==> src/sv/ddo_pkg.sv <==
// ----------------------------------------------------------------------------
// ddo_pkg
// Shared types and constants of the differential-drive odometry step.
// ----------------------------------------------------------------------------
`default_nettype none

package ddo_pkg;

  localparam int CORDIC_STEPS = 16;
  localparam int FRAC_BITS    = 16;
  localparam int ATAN_COUNT   = 24;
  localparam int CORDIC_ITERS = (CORDIC_STEPS < ATAN_COUNT) ? CORDIC_STEPS : ATAN_COUNT;

  localparam int POS_W   = 28;
  localparam int HEAD_W  = 16;
  localparam int CFG_W   = 16;
  localparam int TRIG_W  = FRAC_BITS + 4;
  localparam int QUO_W   = 31;
  localparam int CNT_W   = 5;
  localparam int DSH     = 9 + FRAC_BITS;

  localparam logic [29:0] KINV_Q32 = 30'd683565276;
  localparam longint      GAIN_Q30 = 652032874;
  localparam logic [TRIG_W-1:0] CORDIC_X0 =
    TRIG_W'((GAIN_Q30 + (longint'(1) << (29 - FRAC_BITS))) >>> (30 - FRAC_BITS));

  localparam logic [POS_W-1:0]  X_RESET = 28'd9830400;
  localparam logic [POS_W-1:0]  Y_RESET = 28'd9175040;
  localparam logic [HEAD_W-1:0] H_RESET = 16'd16384;

  // Configuration register indexes
  localparam logic [1:0] REG_FORWARD    = 2'd0;
  localparam logic [1:0] REG_TURNING    = 2'd1;
  localparam logic [1:0] REG_TIME_STEP  = 2'd2;
  localparam logic [1:0] REG_SEPARATION = 2'd3;

  // Turn commands
  localparam logic [1:0] CMD_STOP     = 2'd0;
  localparam logic [1:0] CMD_STRAIGHT = 2'd1;
  localparam logic [1:0] CMD_LEFT     = 2'd2;
  localparam logic [1:0] CMD_RIGHT    = 2'd3;

  typedef struct packed {
    logic             load;
    logic             mul_a;
    logic             mul_b;
    logic             div_init;
    logic             div_step;
    logic             head;
    logic             cord_step;
    logic             disp_mul;
    logic             commit;
    logic [CNT_W-1:0] idx;
  } ddo_cmd_t;

  function automatic logic signed [31:0] atan_turn(input logic [CNT_W-1:0] i);
    logic signed [31:0] v;
    case (i)
      5'd0:  v = 32'sd536870912;
      5'd1:  v = 32'sd316933406;
      5'd2:  v = 32'sd167458907;
      5'd3:  v = 32'sd85004756;
      5'd4:  v = 32'sd42667331;
      5'd5:  v = 32'sd21354465;
      5'd6:  v = 32'sd10679838;
      5'd7:  v = 32'sd5340245;
      5'd8:  v = 32'sd2670163;
      5'd9:  v = 32'sd1335087;
      5'd10: v = 32'sd667544;
      5'd11: v = 32'sd333772;
      5'd12: v = 32'sd166886;
      5'd13: v = 32'sd83443;
      5'd14: v = 32'sd41722;
      5'd15: v = 32'sd20861;
      5'd16: v = 32'sd10430;
      5'd17: v = 32'sd5215;
      5'd18: v = 32'sd2608;
      5'd19: v = 32'sd1304;
      5'd20: v = 32'sd652;
      5'd21: v = 32'sd326;
      5'd22: v = 32'sd163;
      5'd23: v = 32'sd81;
      default: v = 32'sd0;
    endcase
    return v;
  endfunction

endpackage

`default_nettype wire

==> src/sv/ddo_ctrl.sv <==
// ----------------------------------------------------------------------------
// ddo_ctrl
// Sequencer: multiplies, serial divide, CORDIC iterations, commit.
// ----------------------------------------------------------------------------
`default_nettype none

module ddo_ctrl (
  input  wire logic          clk_i,
  input  wire logic          rst_ni,
  input  wire logic          in_valid_i,
  output logic               in_ready_o,
  output logic               out_valid_o,
  input  wire logic          out_ready_i,
  output ddo_pkg::ddo_cmd_t  cmd_o
);
  import ddo_pkg::*;

  typedef enum logic [3:0] {
    S_IDLE, S_MUL_A, S_MUL_B, S_DIV_INIT, S_DIV, S_HEAD, S_CORD, S_DISP, S_SUM
  } state_e;

  state_e           state_q;
  logic [CNT_W-1:0] cnt_q;
  logic             out_valid_q;
  logic             out_free;

  assign in_ready_o  = (state_q == S_IDLE);
  assign out_valid_o = out_valid_q;
  assign out_free    = !out_valid_q || out_ready_i;

  // Decode commands from the current state
  always_comb begin
    cmd_o           = '0;
    cmd_o.idx       = cnt_q;
    cmd_o.load      = (state_q == S_IDLE) && in_valid_i;
    cmd_o.mul_a     = (state_q == S_MUL_A);
    cmd_o.mul_b     = (state_q == S_MUL_B);
    cmd_o.div_init  = (state_q == S_DIV_INIT);
    cmd_o.div_step  = (state_q == S_DIV);
    cmd_o.head      = (state_q == S_HEAD);
    cmd_o.cord_step = (state_q == S_CORD);
    cmd_o.disp_mul  = (state_q == S_DISP);
    cmd_o.commit    = (state_q == S_SUM) && out_free;
  end

  // Hold state, iteration count and result valid
  always_ff @(posedge clk_i or negedge rst_ni) begin
    if (!rst_ni) begin
      state_q     <= S_IDLE;
      cnt_q       <= '0;
      out_valid_q <= 1'b0;
    end else begin
      if (cmd_o.commit) begin
        out_valid_q <= 1'b1;
      end else if (out_ready_i) begin
        out_valid_q <= 1'b0;
      end
      case (state_q)
        S_IDLE: begin
          if (in_valid_i) state_q <= S_MUL_A;
        end
        S_MUL_A:    state_q <= S_MUL_B;
        S_MUL_B:    state_q <= S_DIV_INIT;
        S_DIV_INIT: begin
          cnt_q   <= '0;
          state_q <= S_DIV;
        end
        S_DIV: begin
          if (cnt_q == CNT_W'(QUO_W - 1)) begin
            state_q <= S_HEAD;
          end else begin
            cnt_q <= cnt_q + 1'b1;
          end
        end
        S_HEAD: begin
          cnt_q   <= '0;
          state_q <= S_CORD;
        end
        S_CORD: begin
          if (cnt_q == CNT_W'(CORDIC_ITERS - 1)) begin
            state_q <= S_DISP;
          end else begin
            cnt_q <= cnt_q + 1'b1;
          end
        end
        S_DISP: state_q <= S_SUM;
        S_SUM: begin
          if (out_free) state_q <= S_IDLE;
        end
        default: state_q <= S_IDLE;
      endcase
    end
  end

endmodule

`default_nettype wire

==> config.mk <==
export PLATFORM = sky130hd
export DESIGN_NAME = ddo_ctrl
export DESIGN_NICKNAME = d
export VERILOG_FILES = /design/src/sv/ddo_pkg.sv /design/src/sv/ddo_ctrl.sv
export SDC_FILE = /design/constraint.sdc
export NUM_CORES = 1
export LEC_CHECK = 0
export BUFFER_PORTS_ARGS = -buffer_cell sky130_fd_sc_hd__buf_2
export CORE_MARGIN = 5
export CORE_UTILIZATION = 48
export DETAILED_ROUTE_END_ITERATION = 12
export HOLD_SLACK_MARGIN = 0.15
export PLACE_DENSITY = 0.76
export SYNTH_ARGS = -nofsm -noshare
export SYNTH_HDL_FRONTEND = slang
export SYNTH_SLANG_ARGS = --single-unit
==> constraint.sdc <==
create_clock -name clk_i -period 3.15 [get_ports clk_i]
set_clock_uncertainty 0.1 [all_clocks]
set_input_delay 0.315 -clock clk_i [delete_from_list [all_inputs] [get_ports clk_i]]
set_output_delay 0.315 -clock clk_i [all_outputs]
set_load 0.05 [all_outputs]
==> results of run 1 <==
## final timing paths
| check | from | to | slack, ns | cells past startpoint |
|---|---|---|---|---|
| max in group asynchronous | rst_ni | cnt_q[2] | 2.42 | 2 |
| min in group asynchronous | rst_ni | out_valid_o | 0.33 | 2 |
| worst max register to register | cnt_q[0] | cnt_q[2] | 0.52 | 7 |
| worst min-delay path | out_ready_i | out_valid_o | 0.23 | 3 |
| worst max-delay path | cnt_q[0] | cnt_q[2] | 0.52 | 7 |
| worst min register to register | out_valid_o | out_valid_o | 0.42 | 2 |
## cells by family (layout without fill, tap and decap cells)
kind of cell	count (synthesis)	in the layout
AO/OA/AOI/OAI	13	13
XOR/XNOR	2	2
adder cells (fa/ha/maj)	3	3
buffers and inverters	8	27
flip-flops	10	10
multiplexers	2	2
AND/OR/NAND/NOR	35	35
## flip-flops by register name (all words and copies together) (netlist names)
register	cells
out_valid_o	1
state_q	4
cnt_q	5
## layout make-up
cell class	instances	share of cell area, %
multi-input cells	55	47.44
flip-flops and latches	10	31.95
repair buffers	20	13.42
clock buffers	3	2.875
well taps	15	2.396
inverters	4	1.917
## Yosys cell counts, drive strengths merged (3+ instances only)
library cell | count | area share (%)
dfrtp | 10 | 39
ha | 3 | 5.8
inv | 4 | 2.3
nand2 | 7 | 4.1
nand2b | 3 | 2.9
nor2 | 6 | 3.5
nor3 | 7 | 5.4
## per-layer routing
metal | GRT usage [%] | part of all wire, %
met1 | 19.62 | 44
met3 | 3.906 | 3.1
met5 | 0 | 0
met4 | 9.392 | 2.8
met2 | 29.40 | 50
## worst register-to-register path, cell delays in order (launching register included)
cell and delay [ns]:
dfrtp_1 0.43, ha_1 0.24, and3_1 0.19, ha_1 0.20, or3b_1 0.37, a311o_1 0.39, or2_4 0.27, a2111oi_2 0.34
## metrics by stage
stage                     util (%)  instances  instance area, sq um  setup WS [ns]
after detailed placement     58.42        103                 750.7         0.5389
after floorplan                  -         73                 653.1         0.3721
after global routing         60.95        107                 783.3         0.3893
after global placement       58.42        103                 750.7         0.5807
after CTS                    60.95        107                 783.3         0.5239
final                        60.95        107                 783.3         0.5228
==> PnR_summary.wiki, run 1 <==
{| class="wikitable"
! Metric !! Value
|-
| Status || finished clean
|-
| Initial antenna violation count || 0
|-
| Most frequent standard cell in the layout excluding fill and tap cells || buf_2
|-
| Buffering stage count on the worst path with inverters included || 0
|-
| Via density || 5.720
|-
| Wire length after detailed routing || 1.570 mm
|-
| Final setup fails || 0
|-
| Overall die area || 0.002182 sq mm
|-
| Root Buffer || clkbuf_4
|-
| Height of the chip || 46.71 um
|-
| Mean cell area of the mapped netlist || 8.861 sq um
|-
| Flip-flop cell with the highest count after synthesis || dfrtp_1
|-
| Ports || 20
|-
| Tightest hold margin || 0.2297 ns
|-
| First DRT Iteration DRCs || 15
|-
| Cell family with the largest share of critical-path delay || simple AND/OR/NAND/NOR gates
|-
| Number of diodes added for antenna fixing || 0
|-
| Main combinational cell family by area after synthesis || simple AND/OR/NAND/NOR gates
|-
| Routed vias || 612
|-
| WS Path Type || reg2reg
|-
| Synthesized instance count || 73
|-
| Ys Warns || 0
|-
| Area of combinational cells with multiple inputs || 371.6 sq um
|-
| Number of nets with antenna violations after routing || 0
|-
| Filler Cell Count || 117
|-
| Maximum achievable frequency || 0.3806 GHz
|-
| Synth Area in Compound Gates || 15.09%
|-
| Total of hold buffers inserted after clock tree synthesis || 1
|-
| Leading cell types in the layout, fill and taps excluded || buf_2, dfrtp_1, nand2_1, nor3_1, nor2_1
|-
| Via count of the first global-routing pass || 553
|-
| Post-Synthesis Net Count || 80
|-
| Tightest slew margin relative to the limit || 59.69%
|-
| GR Overflow Total || 0
|-
| Area grow syn2layout || 21.08%
|-
| Fraction of final layout cells with drive strength greater than 1 || 30.43%
|-
| Count of standard-cell rows || 13
|-
| CORE AREA || 0.001285 sq mm
|-
| Slowest cell on crit path || dfrtp_1
|-
| Buffer count from post-CTS setup fixing || 0
|-
| Inserted Clock Buffers || 3
|-
| First-pass GRT wire length || 2.532 mm
|-
| Post-synthesis share of cell area spent on and, or, nand and nor gates || 29.40%
|-
| Highest net fanout along the worst path || 6
|-
| Sequential-to-total area share from yosys stat || 38.68%
|-
| Final period utilization || 83.40%
|-
| Final total negative setup slack || 0 ns
|-
| Synth Area in Adders || 5.803%
|-
| Mux share of post-synthesis cell area || 3.482%
|-
| Count of H-tree levels built during CTS || 1
|-
| Post-synth EDFFs || 0
|-
| CTS-repair resized insts || 0
|-
| Data arrival time of the critical path || 2.69 ns
|-
| Worst-Skew Late Latency || 0.27 ns
|-
| Setup crit start kind || flip-flop
|-
| Xor and xnor fraction of the mapped netlist area || 2.708%
|-
| Fraction of registers with async set or reset after synthesis || 100.0%
|-
| Transition time at the pin with the least slew margin || 0.6034 ns
|-
| Clk sinks || 10
|-
| Final hold violations || 0
|-
| Routed wirelength normalized by instance count || 14.67 um
|-
| Routability cong. || 0.8827
|-
| Total area of sequential cells || 250.2 sq um
|-
| Cell seen most often among critical-path stages || ha_1
|-
| TritonCTS clock tree || built
|-
| Minimum period implied by the final worst setup slack || 2.627 ns
|-
| Unrepaired setup endpoints after global routing || no
|-
| Clock transition at the register clock pins on the worst setup and hold paths after CTS || 0.07 ns
|-
| Count of TritonRoute iterations in the first routing pass || 4
|-
| Effective utilization at floorplan || 50.34%
|-
| Final count of pins violating max slew || 0
|-
| Count of maximum capacitance violations || 0
|-
| Layout net count || 101
|-
| HP Class || in2reg
|-
| Post-synthesis register bit count || 10
|-
| Netlist area before placement || 646.9 sq um
|-
| HPWL after DPL || 1.155 mm
|-
| Setup crit end kind || flip-flop
|-
| Distinct cell type count after synthesis || 33
|-
| All-layer global routing usage || 17.17%
|-
| Number of buffers on the longest clock path || 2
|-
| Chip Width || 46.71 um
|-
| Worst-path cell chain || ha_1 -> and3_1 -> ha_1 -> or3b_1 -> a311o_1 -> or2_4 -> a2111oi_2
|-
| IO Port Bufs || 19
|-
| Largest net degree at the start of global routing || 16
|-
| Remaining DRCs || 0
|-
| Stage delay of the slowest cell on the critical path || 0.43 ns
|-
| Crit path required time || 3.21 ns
|}
Power of run 1 is not shown: default switching activity piles up to over one toggle a cycle in this logic, so the estimate is an artifact.
==> run 2, diff against run 1 <==
--- a/config.mk
+++ b/config.mk
@@ -5,9 +5,10 @@
 export SDC_FILE = /design/constraint.sdc
 export NUM_CORES = 1
 export LEC_CHECK = 0
+export ABC_AREA = 1
 export BUFFER_PORTS_ARGS = -buffer_cell sky130_fd_sc_hd__buf_2
 export CORE_MARGIN = 5
-export CORE_UTILIZATION = 48
+export CORE_UTILIZATION = 49
 export DETAILED_ROUTE_END_ITERATION = 12
 export HOLD_SLACK_MARGIN = 0.15
 export PLACE_DENSITY = 0.76
==> constraint.sdc (replaced) <==
create_clock -name clk_i -period 2.7 [get_ports clk_i]
set_clock_uncertainty 0.1 [all_clocks]
set_input_delay 0.27 -clock clk_i [delete_from_list [all_inputs] [get_ports clk_i]]
set_output_delay 0.27 -clock clk_i [all_outputs]
set_load 0.05 [all_outputs]
==> run 2 against run 1 <==
Via count is 11% higher. Core utilization is 2.5 points higher. Critical path type is now reg2out. Critical endpoint is now cmd_o[11]. Non-clock buffer count is 1 higher.
==> PnR_summary.wiki, run 2 <==
{| class="wikitable"
! Metric !! Value
|-
| Status || finished clean
|-
| First DRT Iteration DRCs || 11
|-
| First-pass GRT wire length || 2.566 mm
|-
| Layout net count || 130
|-
| Area grow syn2layout || 22.12%
|-
| Register-to-register setup slack || 1.09 ns
|-
| Main combinational cell family by area after synthesis || simple AND/OR/NAND/NOR gates
|-
| Height of the chip || 47.38 um
|-
| Most used routing layer in global routing || met2
|-
| Worst-Skew Late Latency || 0.26 ns
|-
| Post-Synthesis Net Count || 105
|-
| Post-synth EDFFs || 0
|-
| Netlist area before placement || 684.4 sq um
|-
| Overall die area || 0.002244 sq mm
|-
| Distinct cell type count after synthesis || 18
|-
| Final hold violations || 0
|-
| Worst-path cell chain || nor2_1 -> inv_1 -> nor3_1 -> buf_2
|-
| Synth cell count leaders || nand2_1, nor2_1, inv_1
|-
| Chip Width || 47.38 um
|-
| HPWL after DPL || 1.263 mm
|-
| CORE AREA || 0.001318 sq mm
|-
| TritonCTS clock tree || built
|-
| Largest net degree at the start of global routing || 11
|-
| Unrepaired setup endpoints after global routing || no
|-
| Synth Area in Compound Gates || 1.463%
|-
| Cell family with the largest share of critical-path delay || flip-flops
|-
| Crit path required time || 2.33 ns
|-
| Slowest cell on crit path || dfrtp_1
|-
| Count of standard-cell rows || 13
|-
| Ports || 20
|-
| Met3 track demand over resource in global routing || 6.897%
|-
| Fraction of final layout cells with drive strength greater than 1 || 24.79%
|-
| Ys Warns || 0
|-
| Post-synthesis register bit count || 10
|-
| Wire length after detailed routing || 1.556 mm
|-
| WS Path Type || reg2out
|-
| Via count of the first global-routing pass || 648
|-
| Final count of pins violating max slew || 0
|-
| Final total negative setup slack || 0 ns
|-
| Buffering stage count on the worst path with inverters included || 2
|-
| GR Overflow Total || 0
|-
| Flip-flop count of the largest register after layout || 5
|-
| Count of TritonRoute iterations in the first routing pass || 4
|-
| Setup crit end kind || output port
|-
| Remaining DRCs || 0
|-
| Setup crit start kind || flip-flop
|-
| Largest cells by area after synthesis || dfrtp_1, nand2_1, nor2_1
|-
| Highest net fanout along the worst path || 6
|-
| Post-synthesis share of cell area spent on and, or, nand and nor gates || 46.62%
|-
| Tightest slew margin relative to the limit || 75.77%
|-
| Initial antenna violation count || 0
|-
| Number of diodes added for antenna fixing || 0
|-
| Met2 track utilization from global routing || 29.95%
|-
| Number of nets with antenna violations after routing || 0
|-
| Maximum achievable frequency || 0.5094 GHz
|-
| Clk sinks || 10
|-
| IO Port Bufs || 19
|-
| Minimum period implied by the final worst setup slack || 1.963 ns
|-
| Most flops, register || cnt_q
|-
| Count of maximum capacitance violations || 0
|-
| Via density || 4.993
|-
| Fraction of registers with async set or reset after synthesis || 100.0%
|-
| Top-area cell type share of the netlist area || 36.56%
|-
| Routed vias || 679
|-
| HP Class || in2async
|-
| Buffer count from post-CTS setup fixing || 0
|-
| Synthesized instance count || 98
|-
| Data arrival time of the critical path || 1.59 ns
|-
| Effective utilization at floorplan || 51.95%
|-
| Root Buffer || clkbuf_4
|-
| Xor and xnor fraction of the mapped netlist area || 1.280%
|-
| Library cell with the highest instance count after synthesis || nand2_1
|-
| All-layer global routing usage || 16.56%
|-
| Final period utilization || 72.71%
|-
| Sequential-to-total area share from yosys stat || 36.56%
|-
| Final setup fails || 0
|-
| Cell type with the highest aggregate area in the netlist || dfrtp_1
|-
| Leading cell types in the layout, fill and taps excluded || nand2_1, buf_2, nor2_1
|-
| Count of H-tree levels built during CTS || 1
|-
| Routed wirelength normalized by instance count || 11.44 um
|-
| Routability cong. || 0.8202
|-
| CTS-repair resized insts || 0
|-
| Inserted Clock Buffers || 3
|-
| Number of buffers on the longest clock path || 2
|-
| Filler Cell Count || 128
|-
| Mux share of post-synthesis cell area || 0%
|-
| Mean cell area of the mapped netlist || 6.984 sq um
|-
| Most frequent standard cell in the layout excluding fill and tap cells || nand2_1
|-
| Clock transition at the register clock pins on the worst setup and hold paths after CTS || 0.06 ns
|-
| Stage delay of the slowest cell on the critical path || 0.45 ns
|-
| Total of hold buffers inserted after clock tree synthesis || 2
|-
| Flip-flop cell with the highest count after synthesis || dfrtp_1
|-
| Transition time at the pin with the least slew margin || 0.3621 ns
|-
| Synth Area in Adders || 5.484%
|-
| Global routing usage on met1 || 17.91%
|}
[run 2: layout make-up]
cell class                      instances  area, sq um  area share (%)
Multi-Input combinational cell         73        375.4           44.91
Sequential cell                        10        250.2           29.94
Timing Repair Buffer                   21        115.1           13.77
Inverter                               14        53.80           6.437
Clock buffer                            3        22.52           2.695
Tap cell                               15        18.77           2.246
[run 2: per-layer routing]
layer | vias up | wire length [um]
met5 | - | 0
met4 | 0 | 31
met3 | 5 | 119
met2 | 20 | 775
met1 | 303 | 630
li1 | 351 | -
[run 2: kinds of logic after synthesis]
group | count (synthesis)
XOR/XNOR | 1
AO/OA/AOI/OAI | 2
flip-flops | 10
adder cells (fa/ha/maj) | 3
AND/OR/NAND/NOR | 67
buffers and inverters | 15
[run 2: worst paths after layout]
path                       cells after the start           to        start
min in group clk_i                             5   state_q[0]   in_valid_i
max reg2reg                                    8     cnt_q[0]     cnt_q[0]
min                                            2   state_q[1]       rst_ni
max                                            4    cmd_o[11]   state_q[3]
max in group asynchronous                      2     cnt_q[0]       rst_ni
min reg2reg                                    2  out_valid_o  out_valid_o
[run 2: stage by stage]
step / util (%) / std cells / area, sq um / hold slack, ns / setup slack, ns
floorplan: - / 98 / 684.4 / -0.1256 / 0.5062
global placement: 60.21 / 131 / 793.3 / 0.04050 / 1.068
detailed placement: 60.21 / 131 / 793.3 / 0.04137 / 1.008
CTS: 63.44 / 136 / 835.8 / 0.2894 / 0.7193
global route: 63.44 / 136 / 835.8 / 0.3134 / 0.5982
finish: 63.44 / 136 / 835.8 / 0.2893 / 0.7369
Power of run 2 is left out for the same reason.
